**src/sv/assert_macros.svh**
```systemverilog
`ifndef ASSERT_MACROS_SVH
`define ASSERT_MACROS_SVH

// same-cycle implication, held off during reset
`define S20_ASSERT_IMP(label, clk, rst, ante, cons) \
   label: assert property (@(posedge clk) disable iff (rst) (ante) |-> (cons)) \
      else $error("same-cycle implication failed");

// next-cycle implication, held off during reset
`define S20_ASSERT_NXT(label, clk, rst, ante, cons) \
   label: assert property (@(posedge clk) disable iff (rst) (ante) |=> (cons)) \
      else $error("next-cycle implication failed");

`endif

```
**src/sv/s20_pkg.sv**
```systemverilog
package s20_pkg;

   localparam int DOUBLE_ROUNDS = 10;
   localparam int DR_W          = $clog2(DOUBLE_ROUNDS + 1);

   localparam int WORD_W   = 32;
   localparam int BYTE_W   = 8;
   localparam int KEY_W    = 256;
   localparam int NONCE_W  = 64;
   localparam int CSR_IDX_W  = 3;
   localparam int CSR_DATA_W = 64;
   localparam int POS_W    = 32;
   localparam int BLK_BYTES = 64;
   localparam int OFF_W    = $clog2(BLK_BYTES);
   localparam int CTR_W    = POS_W - OFF_W;
   localparam int NWORDS   = 16;
   localparam int WIDX_W   = $clog2(NWORDS);

   localparam logic [WORD_W-1:0] SIGMA0 = 32'h6170_7865;
   localparam logic [WORD_W-1:0] SIGMA1 = 32'h3320_646e;
   localparam logic [WORD_W-1:0] SIGMA2 = 32'h7962_2d32;
   localparam logic [WORD_W-1:0] SIGMA3 = 32'h6b20_6574;

   localparam logic [4:0] ROT_0 = 5'd7;
   localparam logic [4:0] ROT_1 = 5'd9;
   localparam logic [4:0] ROT_2 = 5'd13;
   localparam logic [4:0] ROT_3 = 5'd18;

   // word held at each slot in column order and in row order, and their inverses
   localparam logic [WIDX_W-1:0] COL_WORD [NWORDS] = '{
      4'd0, 4'd4, 4'd8, 4'd12, 4'd5, 4'd9, 4'd13, 4'd1,
      4'd10, 4'd14, 4'd2, 4'd6, 4'd15, 4'd3, 4'd7, 4'd11};
   localparam logic [WIDX_W-1:0] COL_POS [NWORDS] = '{
      4'd0, 4'd7, 4'd10, 4'd13, 4'd1, 4'd4, 4'd11, 4'd14,
      4'd2, 4'd5, 4'd8, 4'd15, 4'd3, 4'd6, 4'd9, 4'd12};
   localparam logic [WIDX_W-1:0] ROW_WORD [NWORDS] = '{
      4'd0, 4'd1, 4'd2, 4'd3, 4'd5, 4'd6, 4'd7, 4'd4,
      4'd10, 4'd11, 4'd8, 4'd9, 4'd15, 4'd12, 4'd13, 4'd14};
   localparam logic [WIDX_W-1:0] ROW_POS [NWORDS] = '{
      4'd0, 4'd1, 4'd2, 4'd3, 4'd7, 4'd4, 4'd5, 4'd6,
      4'd10, 4'd11, 4'd8, 4'd9, 4'd13, 4'd14, 4'd15, 4'd12};

   typedef enum logic [CSR_IDX_W-1:0] {
      CSR_KEY0, CSR_KEY1, CSR_KEY2, CSR_KEY3, CSR_NONCE, CSR_START
   } s20_csr_type;

   typedef enum logic [1:0] {
      ST_IDLE, ST_GEN, ST_READ, ST_OUT
   } s20_state_type;

   typedef enum logic [1:0] {
      CS_IDLE, CS_ROUND, CS_FEED
   } s20_core_state_type;

   typedef struct packed {
      logic             start;
      logic [CTR_W-1:0] counter;
   } s20_core_ctl_type;

   typedef struct packed {
      logic              done;
      logic              wr_en;
      logic [WIDX_W-1:0] wr_addr;
      logic [WORD_W-1:0] wr_data;
   } s20_core_status_type;

   function automatic logic [WORD_W-1:0] rotl32(input logic [WORD_W-1:0] v,
                                                input logic [4:0] s);
      return (v << s) | (v >> (6'd32 - {1'b0, s}));
   endfunction

   function automatic logic [WORD_W-1:0] s20_init_word(input logic [WIDX_W-1:0] idx,
                                                       input logic [KEY_W-1:0] key,
                                                       input logic [NONCE_W-1:0] nonce,
                                                       input logic [WORD_W-1:0] counter);
      logic [WORD_W-1:0] w;
      case (idx)
         4'd0:    w = SIGMA0;
         4'd1:    w = key[0*WORD_W +: WORD_W];
         4'd2:    w = key[1*WORD_W +: WORD_W];
         4'd3:    w = key[2*WORD_W +: WORD_W];
         4'd4:    w = key[3*WORD_W +: WORD_W];
         4'd5:    w = SIGMA1;
         4'd6:    w = nonce[0 +: WORD_W];
         4'd7:    w = nonce[WORD_W +: WORD_W];
         4'd8:    w = counter;
         4'd9:    w = '0;
         4'd10:   w = SIGMA2;
         4'd11:   w = key[4*WORD_W +: WORD_W];
         4'd12:   w = key[5*WORD_W +: WORD_W];
         4'd13:   w = key[6*WORD_W +: WORD_W];
         4'd14:   w = key[7*WORD_W +: WORD_W];
         default: w = SIGMA3;
      endcase
      return w;
   endfunction

endpackage

```
**src/sv/s20_req_if.sv**
```systemverilog
interface s20_req_if import s20_pkg::*; ();
   logic              valid;
   logic              ready;
   logic [BYTE_W-1:0] data_in;
   logic              message_start;

   modport source (output valid, output data_in, output message_start, input ready);
   modport sink   (input valid, input data_in, input message_start, output ready);
endinterface

```
**src/sv/s20_rsp_if.sv**
```systemverilog
interface s20_rsp_if import s20_pkg::*; ();
   logic              valid;
   logic              ready;
   logic [BYTE_W-1:0] data_out;

   modport source (output valid, output data_out, input ready);
   modport sink   (input valid, input data_out, output ready);
endinterface

```
**src/sv/s20_core.sv**
```systemverilog
`include "assert_macros.svh"

module s20_core import s20_pkg::*; (
   input  logic                 clock,
   input  logic                 reset,
   input  s20_core_ctl_type     ctl,
   input  logic [KEY_W-1:0]     key,
   input  logic [NONCE_W-1:0]   nonce,
   output s20_core_status_type  status
);

   s20_core_state_type state_ff, state_in;
   logic [1:0]         step_ff, step_in;
   logic [1:0]         qr_ff, qr_in;
   logic               half_ff, half_in;
   logic [DR_W-1:0]    dr_ff, dr_in;
   logic [WIDX_W-1:0]  feed_ff, feed_in;
   logic [CTR_W-1:0]   counter_ff, counter_in;
   logic [WORD_W-1:0]  m_ff [NWORDS];
   logic [WORD_W-1:0]  m_in [NWORDS];

   logic [WORD_W-1:0]  sum;
   logic [WORD_W-1:0]  rot;
   logic [WORD_W-1:0]  stepped [NWORDS];
   logic [WORD_W-1:0]  grouped [NWORDS];
   logic [WORD_W-1:0]  permuted [NWORDS];

   always_ff @(posedge clock) begin
      if (reset) begin
         state_ff <= CS_IDLE;
      end else begin
         state_ff <= state_in;
      end
      step_ff    <= step_in;
      qr_ff      <= qr_in;
      half_ff    <= half_in;
      dr_ff      <= dr_in;
      feed_ff    <= feed_in;
      counter_ff <= counter_in;
      m_ff       <= m_in;
   end

   // shared add and rotate of slots 0 and 3, xored into slot 1's word, which lands in slot 0
   always_comb begin
      sum = m_ff[0] + m_ff[3];
      case (step_ff)
         2'd0:    rot = rotl32(sum, ROT_0);
         2'd1:    rot = rotl32(sum, ROT_1);
         2'd2:    rot = rotl32(sum, ROT_2);
         default: rot = rotl32(sum, ROT_3);
      endcase

      stepped = m_ff;
      stepped[0] = m_ff[1] ^ rot;
      stepped[1] = m_ff[2];
      stepped[2] = m_ff[3];
      stepped[3] = m_ff[0];

      // next quarter-round's words move into the working slots
      for (int g = 0; g < NWORDS - 4; g++) begin
         grouped[g] = stepped[g + 4];
      end
      for (int g = 0; g < 4; g++) begin
         grouped[NWORDS - 4 + g] = stepped[g];
      end

      for (int p = 0; p < NWORDS; p++) begin
         if (half_ff) begin
            permuted[p] = grouped[ROW_POS[COL_WORD[p]]];
         end else begin
            permuted[p] = grouped[COL_POS[ROW_WORD[p]]];
         end
      end
   end

   always_comb begin
      state_in   = state_ff;
      step_in    = step_ff;
      qr_in      = qr_ff;
      half_in    = half_ff;
      dr_in      = dr_ff;
      feed_in    = feed_ff;
      counter_in = counter_ff;
      m_in       = m_ff;
      status     = '0;

      case (state_ff)
         CS_IDLE: begin
            if (ctl.start) begin
               counter_in = ctl.counter;
               for (int p = 0; p < NWORDS; p++) begin
                  m_in[p] = s20_init_word(COL_WORD[p], key, nonce,
                                          {{OFF_W{1'b0}}, ctl.counter});
               end
               step_in  = '0;
               qr_in    = '0;
               half_in  = 1'b0;
               dr_in    = '0;
               state_in = CS_ROUND;
            end
         end
         CS_ROUND: begin
            step_in = step_ff + 2'd1;
            if (step_ff == 2'd3) begin
               qr_in = qr_ff + 2'd1;
               if (qr_ff == 2'd3) begin
                  m_in    = permuted;
                  half_in = ~half_ff;
                  if (half_ff) begin
                     if (dr_ff == DR_W'(DOUBLE_ROUNDS - 1)) begin
                        feed_in  = '0;
                        state_in = CS_FEED;
                     end else begin
                        dr_in = dr_ff + DR_W'(1);
                     end
                  end
               end else begin
                  m_in = grouped;
               end
            end else begin
               m_in = stepped;
            end
         end
         CS_FEED: begin
            status.wr_en   = 1'b1;
            status.wr_addr = COL_WORD[feed_ff];
            status.wr_data = m_ff[0] + s20_init_word(COL_WORD[feed_ff], key, nonce,
                                                     {{OFF_W{1'b0}}, counter_ff});
            for (int i = 0; i < NWORDS - 1; i++) begin
               m_in[i] = m_ff[i + 1];
            end
            m_in[NWORDS - 1] = m_ff[0];
            feed_in = feed_ff + WIDX_W'(1);
            if (feed_ff == WIDX_W'(NWORDS - 1)) begin
               status.done = 1'b1;
               state_in    = CS_IDLE;
            end
         end
         default: state_in = CS_IDLE;
      endcase
   end

   `S20_ASSERT_NXT(a_start_runs, clock, reset, (state_ff == CS_IDLE) && ctl.start, state_ff == CS_ROUND)
   `S20_ASSERT_NXT(a_done_idles, clock, reset, status.done, state_ff == CS_IDLE)
   `S20_ASSERT_IMP(a_write_in_feed, clock, reset, status.wr_en, state_ff == CS_FEED)

endmodule

```
**src/sv/salsa20_stream_cipher.sv**
```systemverilog
// Salsa20/20 stream cipher, 256-bit key, one byte in and one byte out per beat.
// A byte whose keystream block is already held passes from idle through a read
// state, where its keystream word is registered, to an output state that loads
// the result register once the response slot is free; no new byte is accepted
// until the state is back at idle. A byte that begins a message, lands on a
// 64-byte boundary or follows a key or nonce write first builds a block: the
// matrix is loaded, 10 double rounds run at one add-rotate-xor step of a
// quarter-round per cycle through a single shared unit, and feed-forward writes
// 16 keystream words, one keystream word per cycle. Configuration writes are
// to be made only while no byte is in flight; a key or nonce write forces a new
// block on the next byte.

`include "assert_macros.svh"

module salsa20_stream_cipher import s20_pkg::*; (
   input  logic                  clock,
   input  logic                  reset,
   s20_req_if.sink               req_ch,
   s20_rsp_if.source             rsp_ch,
   input  logic                  csr_wr_en,
   input  logic [CSR_IDX_W-1:0]  csr_index,
   input  logic [CSR_DATA_W-1:0] csr_wdata
);

   s20_state_type      state_ff, state_in;
   logic [NONCE_W-1:0] key_ff [4];
   logic [NONCE_W-1:0] nonce_ff;
   logic [POS_W-1:0]   start_index_ff;
   logic [POS_W-1:0]   position_ff;
   logic [POS_W-1:0]   cur_pos_ff;
   logic [BYTE_W-1:0]  data_ff;
   logic               block_valid_ff;
   logic               rsp_valid_ff;
   logic [BYTE_W-1:0]  rsp_data_ff;
   logic [WORD_W-1:0]  ks_rd_ff;
   logic [WORD_W-1:0]  ks_mem [NWORDS];

   logic [POS_W-1:0]    pos_sel;
   logic                need_gen;
   logic                accept;
   logic                rsp_load;
   logic [BYTE_W-1:0]   ks_byte;
   s20_core_ctl_type    core_ctl;
   s20_core_status_type core_st;

   s20_core u_core (
      .clock  (clock),
      .reset  (reset),
      .ctl    (core_ctl),
      .key    ({key_ff[3], key_ff[2], key_ff[1], key_ff[0]}),
      .nonce  (nonce_ff),
      .status (core_st)
   );

   assign req_ch.ready    = (state_ff == ST_IDLE);
   assign accept          = req_ch.valid && req_ch.ready;
   assign rsp_ch.valid    = rsp_valid_ff;
   assign rsp_ch.data_out = rsp_data_ff;
   assign rsp_load        = (state_ff == ST_OUT) && (!rsp_valid_ff || rsp_ch.ready);

   always_comb begin
      case (cur_pos_ff[1:0])
         2'd0:    ks_byte = ks_rd_ff[0*BYTE_W +: BYTE_W];
         2'd1:    ks_byte = ks_rd_ff[1*BYTE_W +: BYTE_W];
         2'd2:    ks_byte = ks_rd_ff[2*BYTE_W +: BYTE_W];
         default: ks_byte = ks_rd_ff[3*BYTE_W +: BYTE_W];
      endcase
   end

   always_comb begin
      state_in         = state_ff;
      pos_sel          = req_ch.message_start ? start_index_ff : position_ff;
      need_gen         = req_ch.message_start || !block_valid_ff ||
                         (pos_sel[OFF_W-1:0] == '0);
      core_ctl.start   = 1'b0;
      core_ctl.counter = pos_sel[POS_W-1:OFF_W];

      case (state_ff)
         ST_IDLE: begin
            if (req_ch.valid) begin
               core_ctl.start = need_gen;
               state_in       = need_gen ? ST_GEN : ST_READ;
            end
         end
         ST_GEN: begin
            if (core_st.done) begin
               state_in = ST_READ;
            end
         end
         ST_READ: state_in = ST_OUT;
         ST_OUT: begin
            if (rsp_load) begin
               state_in = ST_IDLE;
            end
         end
         default: state_in = ST_IDLE;
      endcase
   end

   // keystream block, one word per entry
   always_ff @(posedge clock) begin
      if (core_st.wr_en) begin
         ks_mem[core_st.wr_addr] <= core_st.wr_data;
      end
      ks_rd_ff <= ks_mem[cur_pos_ff[OFF_W-1:2]];
   end

   always_ff @(posedge clock) begin
      if (reset) begin
         state_ff       <= ST_IDLE;
         key_ff         <= '{default: '0};
         nonce_ff       <= '0;
         start_index_ff <= '0;
         position_ff    <= '0;
         block_valid_ff <= 1'b0;
         rsp_valid_ff   <= 1'b0;
      end else begin
         state_ff <= state_in;

         if (csr_wr_en) begin
            case (csr_index)
               CSR_KEY0, CSR_KEY1, CSR_KEY2, CSR_KEY3: begin
                  key_ff[csr_index[1:0]] <= csr_wdata;
                  block_valid_ff         <= 1'b0;
               end
               CSR_NONCE: begin
                  nonce_ff       <= csr_wdata;
                  block_valid_ff <= 1'b0;
               end
               CSR_START: start_index_ff <= csr_wdata[POS_W-1:0];
               default: ;
            endcase
         end

         if (accept) begin
            position_ff <= pos_sel + POS_W'(1);
         end
         if (core_st.done) begin
            block_valid_ff <= 1'b1;
         end

         if (rsp_load) begin
            rsp_valid_ff <= 1'b1;
         end else if (rsp_ch.ready) begin
            rsp_valid_ff <= 1'b0;
         end
      end
   end

   always_ff @(posedge clock) begin
      if (accept) begin
         cur_pos_ff <= pos_sel;
         data_ff    <= req_ch.data_in;
      end
      if (rsp_load) begin
         rsp_data_ff <= data_ff ^ ks_byte;
      end
   end

   `S20_ASSERT_NXT(a_accept_leaves_idle, clock, reset, accept, state_ff != ST_IDLE)
   `S20_ASSERT_NXT(a_done_then_read, clock, reset, core_st.done, state_ff == ST_READ)
   `S20_ASSERT_IMP(a_rsp_from_out, clock, reset, $rose(rsp_valid_ff), $past(state_ff) == ST_OUT)

endmodule
```
**src/flat_wrapper.sv**
```systemverilog
// flat-port wrapper written by rule: the top's interface ports become plain ports
module salsa20_stream_cipher_flat import s20_pkg::*;
  (clock, reset, csr_wr_en, csr_index, csr_wdata, req_ch_valid, req_ch_data_in, req_ch_message_start, req_ch_ready, rsp_ch_valid, rsp_ch_data_out, rsp_ch_ready);
  s20_req_if req_ch_i ();
  s20_rsp_if rsp_ch_i ();
  input  logic clock;
  input  logic reset;
  input  logic csr_wr_en;
  input  logic [CSR_IDX_W-1:0] csr_index;
  input  logic [CSR_DATA_W-1:0] csr_wdata;
  input wire logic [$bits(req_ch_i.valid)-1:0] req_ch_valid;
  input wire logic [$bits(req_ch_i.data_in)-1:0] req_ch_data_in;
  input wire logic [$bits(req_ch_i.message_start)-1:0] req_ch_message_start;
  output wire logic [$bits(req_ch_i.ready)-1:0] req_ch_ready;
  output wire logic [$bits(rsp_ch_i.valid)-1:0] rsp_ch_valid;
  output wire logic [$bits(rsp_ch_i.data_out)-1:0] rsp_ch_data_out;
  input wire logic [$bits(rsp_ch_i.ready)-1:0] rsp_ch_ready;
  assign req_ch_i.valid = req_ch_valid;
  assign req_ch_i.data_in = req_ch_data_in;
  assign req_ch_i.message_start = req_ch_message_start;
  assign req_ch_ready = req_ch_i.ready;
  assign rsp_ch_valid = rsp_ch_i.valid;
  assign rsp_ch_data_out = rsp_ch_i.data_out;
  assign rsp_ch_i.ready = rsp_ch_ready;
  salsa20_stream_cipher u_core (.clock(clock), .reset(reset), .req_ch(req_ch_i), .rsp_ch(rsp_ch_i), .csr_wr_en(csr_wr_en), .csr_index(csr_index), .csr_wdata(csr_wdata));
endmodule
```
**config.mk**
```make
export PLATFORM = sky130hd
export DESIGN_NAME = salsa20_stream_cipher_flat
export DESIGN_NICKNAME = d
export VERILOG_FILES = /design/src/sv/s20_pkg.sv /design/src/sv/s20_req_if.sv /design/src/sv/s20_rsp_if.sv /design/src/sv/s20_core.sv /design/src/sv/salsa20_stream_cipher.sv /design/src/flat_wrapper.sv
export VERILOG_INCLUDE_DIRS = /design/src /design/src/sv
export SDC_FILE = /design/constraint.sdc
export NUM_CORES = 2
export LEC_CHECK = 0
export BUFFER_PORTS_ARGS = -buffer_cell sky130_fd_sc_hd__buf_4
export CAP_MARGIN = 5
export CORE_MARGIN = 2
export CORE_UTILIZATION = 25
export DETAILED_ROUTE_END_ITERATION = 10
export SKIP_LAST_GASP = 1
export SYNTH_ARGS = -nofsm -noshare
export SYNTH_HDL_FRONTEND = slang
export SYNTH_SLANG_ARGS = --single-unit
```
**constraint.sdc**
```tcl
create_clock -name clock -period 21.2 [get_ports clock]
set_input_delay 1.06 -clock clock [delete_from_list [all_inputs] [get_ports clock]]
set_output_delay 1.06 -clock clock [all_outputs]
set_load 0.02 [all_outputs]
```
==> out/results.ini <==
[worst_setup_path]
critPathLaunch = u_core.u_core.feed_ff[0]
r2r_end = u_core.ks_mem[0][30]
critPathArrivalTime_ps = 7610
worstReg2RegStart = u_core.u_core.feed_ff[0]
worstRegToRegCells = 17
cp-end-kind = register
r2r_setup_slack_ps = 14060
crit_type = reg -> reg
startpoint_type = register
required_ps = 21670
path_max_fanout = 29

[floorplanning]
pin_count = 91
dieArea_um2 = 289000
core_area_um2 = 284000
die_h_um = 538
row_count = 196
die_x_um = 538
initial_utilization = 0.251

[sta]
tightest_slew_ps = 1460
setup_viol = 0
skew_ps = 35.7
fin_ws_ps = 14060
fin_crit_ps = 7140
rsz0062_at_grt = no
hold_viol_final = 0
maxSlewViolCount = 0
tns_ps = 0
maxSlewHeadroom = 0.0220
period_share = 0.337
fmax_mhz = 140

[hold_path]
min_to = u_core.data_ff[0]
min_path_cells = 1
min_path_type = in -> reg
holdCritStartpoint = req_ch_data_in[0]

[clocking]
numClockSinks = 1507
htreeDepth = 4
clockRootBuffer = clkbuf_16
cts_resized = 0
clk_pin_slew_ps = 60
cts-hold-fix-buffers = 0
cts_tree = built
worstSkewPairLatency_ps = 830
cts_made_buffers = 157
postCtsSetupBuffers = 0
clockBufferDepth = 3

[routing]
initialDrtViolationCount = 9239
wl_per_cell_um = 26.8
dr.pass1.iters = 7
vias = 57600
wirelength_um = 279000
vias_per_cell = 5.52
antenna_left = 0
drcViolationCount = 0

[layout]
final_cell_mix = nand2_1 (1418), edfxtp_1 (1085), nor2_1 (873), a21oi_1 (588), dfxtp_1 (422)
layout-drive-gt1-share = 0.113
finalInstanceArea_um2 = 81400
syn2layout_area_growth_pct = 14.2
layout_commonest_cell = nand2_1
nNetsFinal = 6686

[logic_synthesis]
syn_nets = 6845
synth_area_um2 = 71300
async_flop_share = 0
synth_flop_cell = edfxtp_1
ys_seq_area_frac = 0.576
synth_edf_count = 1085
yosysWarnings = 0
synth-seq-cells = 1507
yosysUniqueCellTypes = 99
syn_avg_cell_area_um2 = 10.7
synthCells = 6676

[power]
powerDensity_nw_per_um2 = 160
p_leak_nw = 26.6
irDropWorstVdd_mv = 0.146

[global_routing]
overflow = 0
grt_max_degree = 207
grt_use_total = 0.186
grt_pass1_vias = 53800
antenna_found_initial = 32
grt_pass1_wl_um = 393000

[placed_design]
place_congestion = 1.01
dp_hpwl_um = 181000
dpl_worst_slack_ps = 14150
io_buffers = 90
placed_area_um2 = 75900

[run_status]
status = complete, no violations

[run]
cap_violations = 0

## sequential cells by signal (all words and copies together), names as in the netlist, 4 cells and up
name                      count
u_core.cur_pos_ff             6
u_core.data_ff                8
u_core.key_ff               256
u_core.ks_mem               512
u_core.ks_rd_ff              32
u_core.nonce_ff              64
u_core.position_ff           32
u_core.rsp_ch.data_out        8
u_core.start_index_ff        32
u_core.u_core.counter_ff     26
u_core.u_core.dr_ff           4
u_core.u_core.feed_ff         4
u_core.u_core.grouped       480
u_core.u_core.m_ff           32
## worst max path at each step
| stage | end | cells after the start |
|---|---|---|
| floorplan | u_core.u_core.grouped[128] | 12 |
| global placement | u_core.u_core.grouped[146] | 10 |
| detailed placement | u_core.u_core.grouped[146] | 10 |
| CTS | u_core.ks_mem[10][30] | 20 |
| global route | u_core.ks_mem[0][30] | 17 |
| finish | u_core.ks_mem[0][30] | 17 |
## area by class of cell
| class | count | area [um2] |
|---|---|---|
| Fill cell | 29200 | 203000 |
| Timing Repair Buffer | 196 | 1530 |
| Clock buffer | 223 | 4580 |
| Inverter | 59 | 229 |
| Antenna cell | 22 | 55.1 |
| Multi-Input combinational cell | 4596 | 28400 |
| Clock inverter | 68 | 847 |
| Tap cell | 3762 | 4710 |
| Sequential cell | 1507 | 41000 |
## cells in the mapped netlist, drive strengths merged (10+ instances only)
master / number / area share
nor3b: 15 / 0.0016
mux2i: 79 / 0.011
o31ai: 14 / 0.0017
nand4: 20 / 0.0018
xor2: 60 / 0.0074
clkbuf: 436 / 0.023
a21o: 38 / 0.0040
buf: 78 / 0.0050
and3: 28 / 0.0025
a222oi: 40 / 0.0056
nand2b: 15 / 0.0013
edfxtp: 1085 / 0.46
a221oi: 337 / 0.042
a22o: 25 / 0.0031
inv: 57 / 0.0030
a21oi: 595 / 0.042
dfxtp: 422 / 0.12
o211ai: 16 / 0.0018
nor2: 882 / 0.046
and2: 22 / 0.0020
nand2: 1423 / 0.075
mux4: 168 / 0.053
a31o: 10 / 0.0012
or3: 11 / 0.00097
nor4: 10 / 0.0011
a31oi: 77 / 0.0069
a22oi: 149 / 0.016
nor2b: 18 / 0.0016
mux2: 31 / 0.0049
nor3: 39 / 0.0028
and4: 10 / 0.0012
o21ai: 86 / 0.0060
a221o: 51 / 0.0072
ha: 86 / 0.015
nand3: 75 / 0.0053
a211oi: 11 / 0.0014
xnor2: 49 / 0.0060
## report_power, final
group / total [W] / internal (W) / switching [W] / leakage (nW)
registers: 0.00490 / 0.00425 / 0.000656 / 14.0
logic: 0.00523 / 0.00151 / 0.00372 / 9.91
clock network: 0.00291 / 0.00167 / 0.00124 / 2.65
total: 0.0130 / 0.00742 / 0.00562 / 26.6
## worst max-delay path: stages, from the launching register on
cell and delay [ps]:
edfxtp_1 350, buf_4 250, ha_1 1020, nand2_1 430
nand2_1 460, and3_1 240, buf_4 360, a221oi_1 140
nand3_1 160, ha_1 280, a21o_1 200, a21o_1 290
a2111oi_4 420, o21ai_1 240, a21oi_2 330, o31ai_1 190
a221oi_1 410, mux2i_1 960
## routing by layer
layer,track usage,vias up,wire length (um)
met1,0.239,28500,107000
li1,-,24300,-
met2,0.274,3803,119000
met3,0.0523,867,32500
met4,0.117,20,20000
met5,0,-,123
## per-stage QoR
step | total power, W | instances | util | hold slack (ps)
after floorplan | 0.00816 | 6676 | - | 429
after global placement | 0.00987 | 10100 | 0.267 | 437
after detailed placement | 0.00994 | 10100 | 0.267 | 441
after CTS | 0.0128 | 10400 | 0.286 | 367
after global routing | 0.0135 | 10400 | 0.286 | 386
final | 0.0130 | 10400 | 0.286 | 419
## kinds of logic after synthesis
logic type | Yosys count | synth area share
and+or+nand+nor | 2589 | 0.146
xor gates and xnor gates | 109 | 0.0134
adders and majority gates | 88 | 0.0157
muxes | 278 | 0.0691
DFF | 1507 | 0.576
buffers and inverters | 573 | 0.0311
AOI/OAI and AO/OA | 1532 | 0.149
Power figures use the tool's default switching activity.
